===== config.mk =====
export PLATFORM = sky130hd
export DESIGN_NAME = hufd_ctrl
export DESIGN_NICKNAME = d
export VERILOG_FILES = /design/src/hw/rtl/hufd_pkg.sv /design/src/hw/rtl/hufd_ctrl.sv
export SDC_FILE = /design/constraint.sdc
export NUM_CORES = 1
export LEC_CHECK = 0
export ABC_AREA = 1
export ABC_CLOCK_PERIOD_IN_PS = 1200
export BUFFER_PORTS_ARGS = -buffer_cell sky130_fd_sc_hd__buf_2
export CAP_MARGIN = 20
export CORE_AREA = 2 2 39 41
export CTS_BUF_LIST = sky130_fd_sc_hd__clkbuf_4
export CTS_CLUSTER_SIZE = 20
export DETAILED_ROUTE_END_ITERATION = 7
export DIE_AREA = 0 0 41 43
export MAX_ROUTING_LAYER = met4
export PLACE_DENSITY = 0.32
export SYNTH_ARGS = -nofsm -noshare
export SYNTH_HDL_FRONTEND = slang
export SYNTH_SLANG_ARGS = --single-unit

===== constraint.sdc =====
create_clock -name clk -period 1.2 [get_ports clk]
set_clock_uncertainty 0.2 [all_clocks]
set_input_delay 0 -clock clk [delete_from_list [all_inputs] [get_ports clk]]
set_output_delay 0 -clock clk [all_outputs]
set_load 0.005 [all_outputs]

===== src/hw/rtl/hufd_pkg.sv =====
// Shared constants, types and codes for the Huffman table bit decoder.
// No dependencies.
package hufd_pkg;

	localparam int TABLE_ENTRIES = 256;
	localparam int MAX_CODE_LEN  = 32;

	localparam int ADDR_W  = $clog2(TABLE_ENTRIES);
	localparam int CNT_W   = $clog2(TABLE_ENTRIES + 1);
	localparam int ACC_W   = MAX_CODE_LEN;
	localparam int ALEN_W  = $clog2(MAX_CODE_LEN + 1);
	localparam int LCMP_W  = ALEN_W + 6;

	localparam int CFG_IDX_W  = 1;
	localparam int CFG_DATA_W = 16;

	localparam logic [CFG_IDX_W-1:0] CFG_ENTRY_COUNT = 1'd0;
	localparam logic [CFG_IDX_W-1:0] CFG_ROW_BYTES   = 1'd1;

	localparam logic REQ_LOAD   = 1'b0;
	localparam logic REQ_DECODE = 1'b1;

	localparam logic ST_SYMBOL   = 1'b0;
	localparam logic ST_OVERFLOW = 1'b1;

	typedef struct packed {
		logic [31:0] code;
		logic [5:0]  len;
		logic [7:0]  sym;
	} entry_t;

	typedef struct packed {
		logic load;
		logic start;
		logic scan;
		logic emit;
	} ctl_cmd_t;

	typedef struct packed {
		logic scan_done;
		logic emit_need;
		logic out_free;
	} dp_stat_t;

endpackage


===== src/hw/rtl/hufd_ctrl.sv =====
// Sequencer for the decoder: accept, table scan, result issue.
// Depends on hufd_pkg.
module hufd_ctrl (
	input  logic               clk,
	input  logic               arst_n,
	input  logic               in_valid,
	input  logic               req_type,
	output logic               in_stall,
	output hufd_pkg::ctl_cmd_t cmd,
	input  hufd_pkg::dp_stat_t stat
);

	localparam logic [1:0] S_IDLE = 2'd0;
	localparam logic [1:0] S_SCAN = 2'd1;
	localparam logic [1:0] S_EMIT = 2'd2;

	logic [1:0] state_q;
	logic [1:0] state_nxt;
	logic       accept;

	assign in_stall = (state_q != S_IDLE);
	assign accept   = in_valid && (state_q == S_IDLE);

	always_comb begin
		cmd       = '0;
		state_nxt = state_q;
		unique case (state_q)
			S_IDLE: begin
				cmd.load  = accept && (req_type == hufd_pkg::REQ_LOAD);
				cmd.start = accept && (req_type == hufd_pkg::REQ_DECODE);
				if (cmd.start) begin
					state_nxt = S_SCAN;
				end
			end
			S_SCAN: begin
				cmd.scan = 1'b1;
				if (stat.scan_done) begin
					state_nxt = S_EMIT;
				end
			end
			S_EMIT: begin
				cmd.emit = stat.emit_need && stat.out_free;
				if (!stat.emit_need || stat.out_free) begin
					state_nxt = S_IDLE;
				end
			end
			default: begin
				state_nxt = S_IDLE;
			end
		endcase
	end

	always_ff @(posedge clk or negedge arst_n) begin
		if (!arst_n) begin
			state_q <= S_IDLE;
		end else begin
			state_q <= state_nxt;
		end
	end

endmodule


Word level (Yosys, flattened, before mapping) --
Cells that the tools add are included.
Storage, ports and cells: memories 0, word-level logic and storage cells 23, ROM bits 0, register bits 2, bits in writable memories 0, latch bits 0, output and inout bits 5, input bits 7
Cells by class: multipliers 0, bitwise gates (word level) 1, eq/ne operators 5, shift-type cells 0, mux-type cells 7, reductions and logical operators 9, divide/modulo/power cells 0, magnitude comparators 0, add/subtract/negate cells 0
Operator list (count):
- 2-bit 2-to-1 mux | 4
- 2-bit one-hot mux with 3 select lines | 1
- 1-bit logical AND | 4
- 2-bit inequality test, second input constant | 2
- 3-bit AND reduction | 1
- 2-bit by 1-bit == test with 1-bit output, second input constant | 1
- 2-bit == test, second input constant | 1
- 2-bit zero test | 1
- 1-bit 2-to-1 mux | 2
- 2-bit by 1-bit inequality test with 1-bit output, second input constant | 1
- 2-bit nonzero test | 1
- 1-bit zero test | 1
- 1-bit logical OR | 1
- 1-bit NOT | 1

Depth between registers and ports, before layout --
depth after elaboration 5, mapped depth 4, depth with buffers taken out 4

Least setup slack after synthesis --
OpenSTA, ideal clock, no wires.
path kind reg2reg, start reg state_q[0], end reg state_q[0], arrival 707 ps, cell stages (with the launch flop) 4, data required time 935 ps, period minus slack after synthesis 972 ps, slack 228 ps, buffers on the path 0, library setup time 65 ps, cell sequence dfrtp_1 -> nor2_1 -> nand3_1 -> nand2_1
Between the ends: cells in the longest elaborated chain, start to end 5, elaborated cells on any way between the ends 10, classes of those cells eq/ne: 5; mux: 1; reduce/logical: 4
RTL lines:
- start: declaration | line hufd_ctrl.sv:17 | logic [1:0] state_q;
- start signal: assignment | line hufd_ctrl.sv:57 | state_q <= state_nxt;
- 2-bit zero test | line hufd_ctrl.sv:22, hufd_ctrl.sv:27
- 1-bit logical AND | line hufd_ctrl.sv:22 | assign accept = in_valid && (state_q == S_IDLE);
- 1-bit logical AND | line hufd_ctrl.sv:30 | cmd.start = accept && (req_type == hufd_pkg::REQ_DECODE);
- 2-bit by 1-bit inequality test with 1-bit output (no source line)
- 3-bit AND reduction (no source line)
Parallel ways exist; a longest one is shown, timed or not. A chain may end at the register's enable or synchronous reset.

==> impl_results.md <==
* Endpoint of the worst-slack reg-to-reg timing path: state_q[0]
* Outcome: complete, but fails checks
* CTS tree: done
* Max-slew violations at 0
* Number of input and output port buffers inserted at 11
* Clock latency of the later-clocked register in the worst-skew pair at 0.22 ns
* Internal power at 0.2482 mW
* Switching Share at 27.48%
* Cell Pwr Density at 1081 mW/mm²
* Worst r2r path cells at 4
* Antenna Violating Nets Remaining at 0
* Total Power at 0.3422 mW
* Post-detailed-route via-to-cell ratio at 3.344
* Placement Cell Area at 206.4 µm²
* Total non-filler cell area in the finished layout at 316.6 µm²
* TritonCTS buffer count at 3
* Actual transition at the worst max-transition pin at 0.1490 ns
* Kind of critical path: reg -> out
* Setup total negative slack at -0.05140 ns
* Inserted Diodes at 0
* Leading post-synthesis cells by cell area: sky130_fd_sc_hd__dfrtp_1, sky130_fd_sc_hd__inv_1, sky130_fd_sc_hd__nand2_1
* Initial Util at 9.494%
* CTS H-tree lvls at 1
* Number of antenna violations at the first check in global routing at 0
* Setup slack of the critical path after layout at -0.03880 ns
* Setup violation total in the final timing report at 2
* Starting DRC count in detailed routing at 2
* Routed WL at 439 µm
* Area growth syn-to-layout at 141.0%
* Combinational group share of total power at 31.2%
* Worst-path fanout max at 3
* Sequential cell fraction of total power at 25.9%
* Leak pwr at 0.1917 nW
* Full die area at 0.001763 mm²
* Kind of start point of the critical path: flop
* Number of failing hold endpoints at the final stage at 0
* Total number of vias at 204
* Cell type with the highest aggregate area in the netlist: sky130_fd_sc_hd__dfrtp_1
* CTS Buffer Depth at 2
* Ports placed on the boundary at 12
* Std-Cell Rows at 14
* Count of state elements after synthesis at 2
* Post-route DRC violation count at 0
* Clock root buffer: sky130_fd_sc_hd__clkbuf_4
* Unrepaired setup endpoints after global routing: yes
* Avg Synthesized Cell Area at 5.972 µm²
* Time the worst path needs with I/O delays and setup at 1.239 ns
* Startpoint of the lowest-slack register-to-register path: state_q[1]
* Data arrival time of the worst path at 1.04 ns
* Psw at 0.09405 mW
* GRT Overall Usage at 7.621%
* Part of the Yosys area used for sequential elements at 38.10%
* WHS Path Cells at 4
* Worst min-delay path category: in -> reg
* Final core utilization at 22.88%
* Global-route wire length before repair at 814 µm
* Headroom to the max-slew limit at 90.07%
* Worst Hold Path EP: state_q[1]
* Number of warnings issued by yosys at 0
* Clock network power share at 43.0%
* Final net count at 54
* Core Box Area at 0.001384 mm²
* Clock-pin slew reported for the worst setup and hold paths after clock tree synthesis at 0.03 ns
* Clock sink count at 2
* Required time worst endpoint at 1.00 ns
* Syn Std Cell Area at 131.4 µm²
* Maximum number of pins on one net before global-route repair at 5
* Die height at 43 µm
* Achievable Freq at 0.8072 GHz
* Global placer's final weighted congestion at 0.5217
* Post-Syn Instances at 22
* Mapped Nets at 29
* Layout fillers at 165
* Final Cycle Share at 103.2%
* GRT Residual Overflow at 0
* Launch point of the worst hold path: stat[2]
* Via count of the first global-routing pass at 238
* Maximum Capacitance Violations at 0
* Failing checks: setup timing
* Leading registers by flop count: state_q (2)
* Fraction of final layout cells with drive strength greater than 1 at 40.00%
* Final Hold Slack at 0.3786 ns
* Most flop-heavy register: state_q
* Width of the die at 41 µm
* Drt pass-1 iters at 2
* Reg2Reg Setup Slack at 0.09 ns
* VDD IR-drop max at 0.4438 mV
* Average wire per cell in the routed design at 7.197 µm
* Fraction of synthesized cell area taken by the top area cell type at 38.10%
* Nature of the critical path endpoint: output port
* Number of different library cells in the post-synthesis netlist at 7
* Largest register FFs at 2
[worst max-delay path, cell delays in order, from the launching register on]
cell and delay, ns:
sky130_fd_sc_hd__dfrtp_1 0.40, sky130_fd_sc_hd__nor2_2 0.15, sky130_fd_sc_hd__nand3_1 0.10, sky130_fd_sc_hd__inv_1 0.07, sky130_fd_sc_hd__buf_2 0.10
[worst max path at each step]
stage	start	endpoint	slack, ns	cells after the start
3_5_place_dp	state_q[0]	cmd[2]	0.12	4
3_3_place_gp	state_q[0]	cmd[2]	0.11	4
6_report	state_q[1]	cmd[2]	-0.04	4
2_1_floorplan	state_q[0]	state_q[0]	0.23	3
5_1_grt	state_q[1]	cmd[3]	-0.12	4
4_1_cts	state_q[1]	cmd[2]	-0.05	4
[cell usage after synthesis]
cell                      count
sky130_fd_sc_hd__nor2_1       4
sky130_fd_sc_hd__dfrtp_1      2
sky130_fd_sc_hd__nor3_1       1
sky130_fd_sc_hd__nand3_1      2
sky130_fd_sc_hd__inv_1        6
sky130_fd_sc_hd__nor2_2       1
sky130_fd_sc_hd__nand2_1      6
[timing repair]
action / 4_1_cts / 5_1_grt
pin swaps: 2 / 1
gates resized for setup: 1 / 0
buffers inserted: 2 / 0
setup endpoints to repair: 3 / 3
hold endpoints to repair: 4 / 0
hold buffers: 7 / 0
[layout make-up]
type,count,area [µm²],area share [%]
Tap cell,16,20.02,6.324
Clock buffer,3,22.52,7.115
Sequential cell,2,50.05,15.81
Inverter,6,22.52,7.115
Multi-Input combinational cell,14,61.31,19.37
Timing Repair Buffer,20,140.1,44.27
[per-layer routing]
metal,vias up,GRT usage [%],wire (µm)
met1,90,5.806,156
met4,0,6.000,0
met5,-,-,0
li1,111,-,-
met2,3,11.56,257
met3,0,5.236,24
[power by group through the flow]
stage	Combinational [mW]	Clock (mW)	Sequential [mW]
global placement	0.0772	0	0.0890
detailed placement	0.0767	0	0.0888
global route	0.122	0.168	0.0901
floorplan	0.0398	0	0.0865
CTS	0.108	0.157	0.0887
finish	0.107	0.147	0.0885
[layout by cell type, fill, tap and decap left out]
| master | instances |
|---|---|
| sky130_fd_sc_hd__buf_2 | 11 |
| sky130_fd_sc_hd__inv_1 | 6 |
| sky130_fd_sc_hd__nor2_2 | 2 |
| sky130_fd_sc_hd__dlygate4sd3_1 | 7 |
| sky130_fd_sc_hd__nand3_1 | 2 |
| sky130_fd_sc_hd__buf_4 | 2 |
| sky130_fd_sc_hd__dfrtp_1 | 2 |
| sky130_fd_sc_hd__nor3_1 | 1 |
| sky130_fd_sc_hd__nor2_1 | 3 |
| sky130_fd_sc_hd__nand2_1 | 6 |
| sky130_fd_sc_hd__clkbuf_4 | 3 |
[through the flow]
stage	setup WS [ns]	cells
after CTS	-0.04659	61
final	-0.03880	61
after detailed placement	0.1243	49
after floorplan	0.2281	22
after global routing	-0.1221	61
after global placement	0.1083	49
[cells by family after synthesis]
group | after synthesis | share of synthesized area, %
buffers and inverters | 6 | 17.14
flip-flops | 2 | 38.10
AND/OR/NAND/NOR | 14 | 44.76
Power figures use the tool's default switching activity.
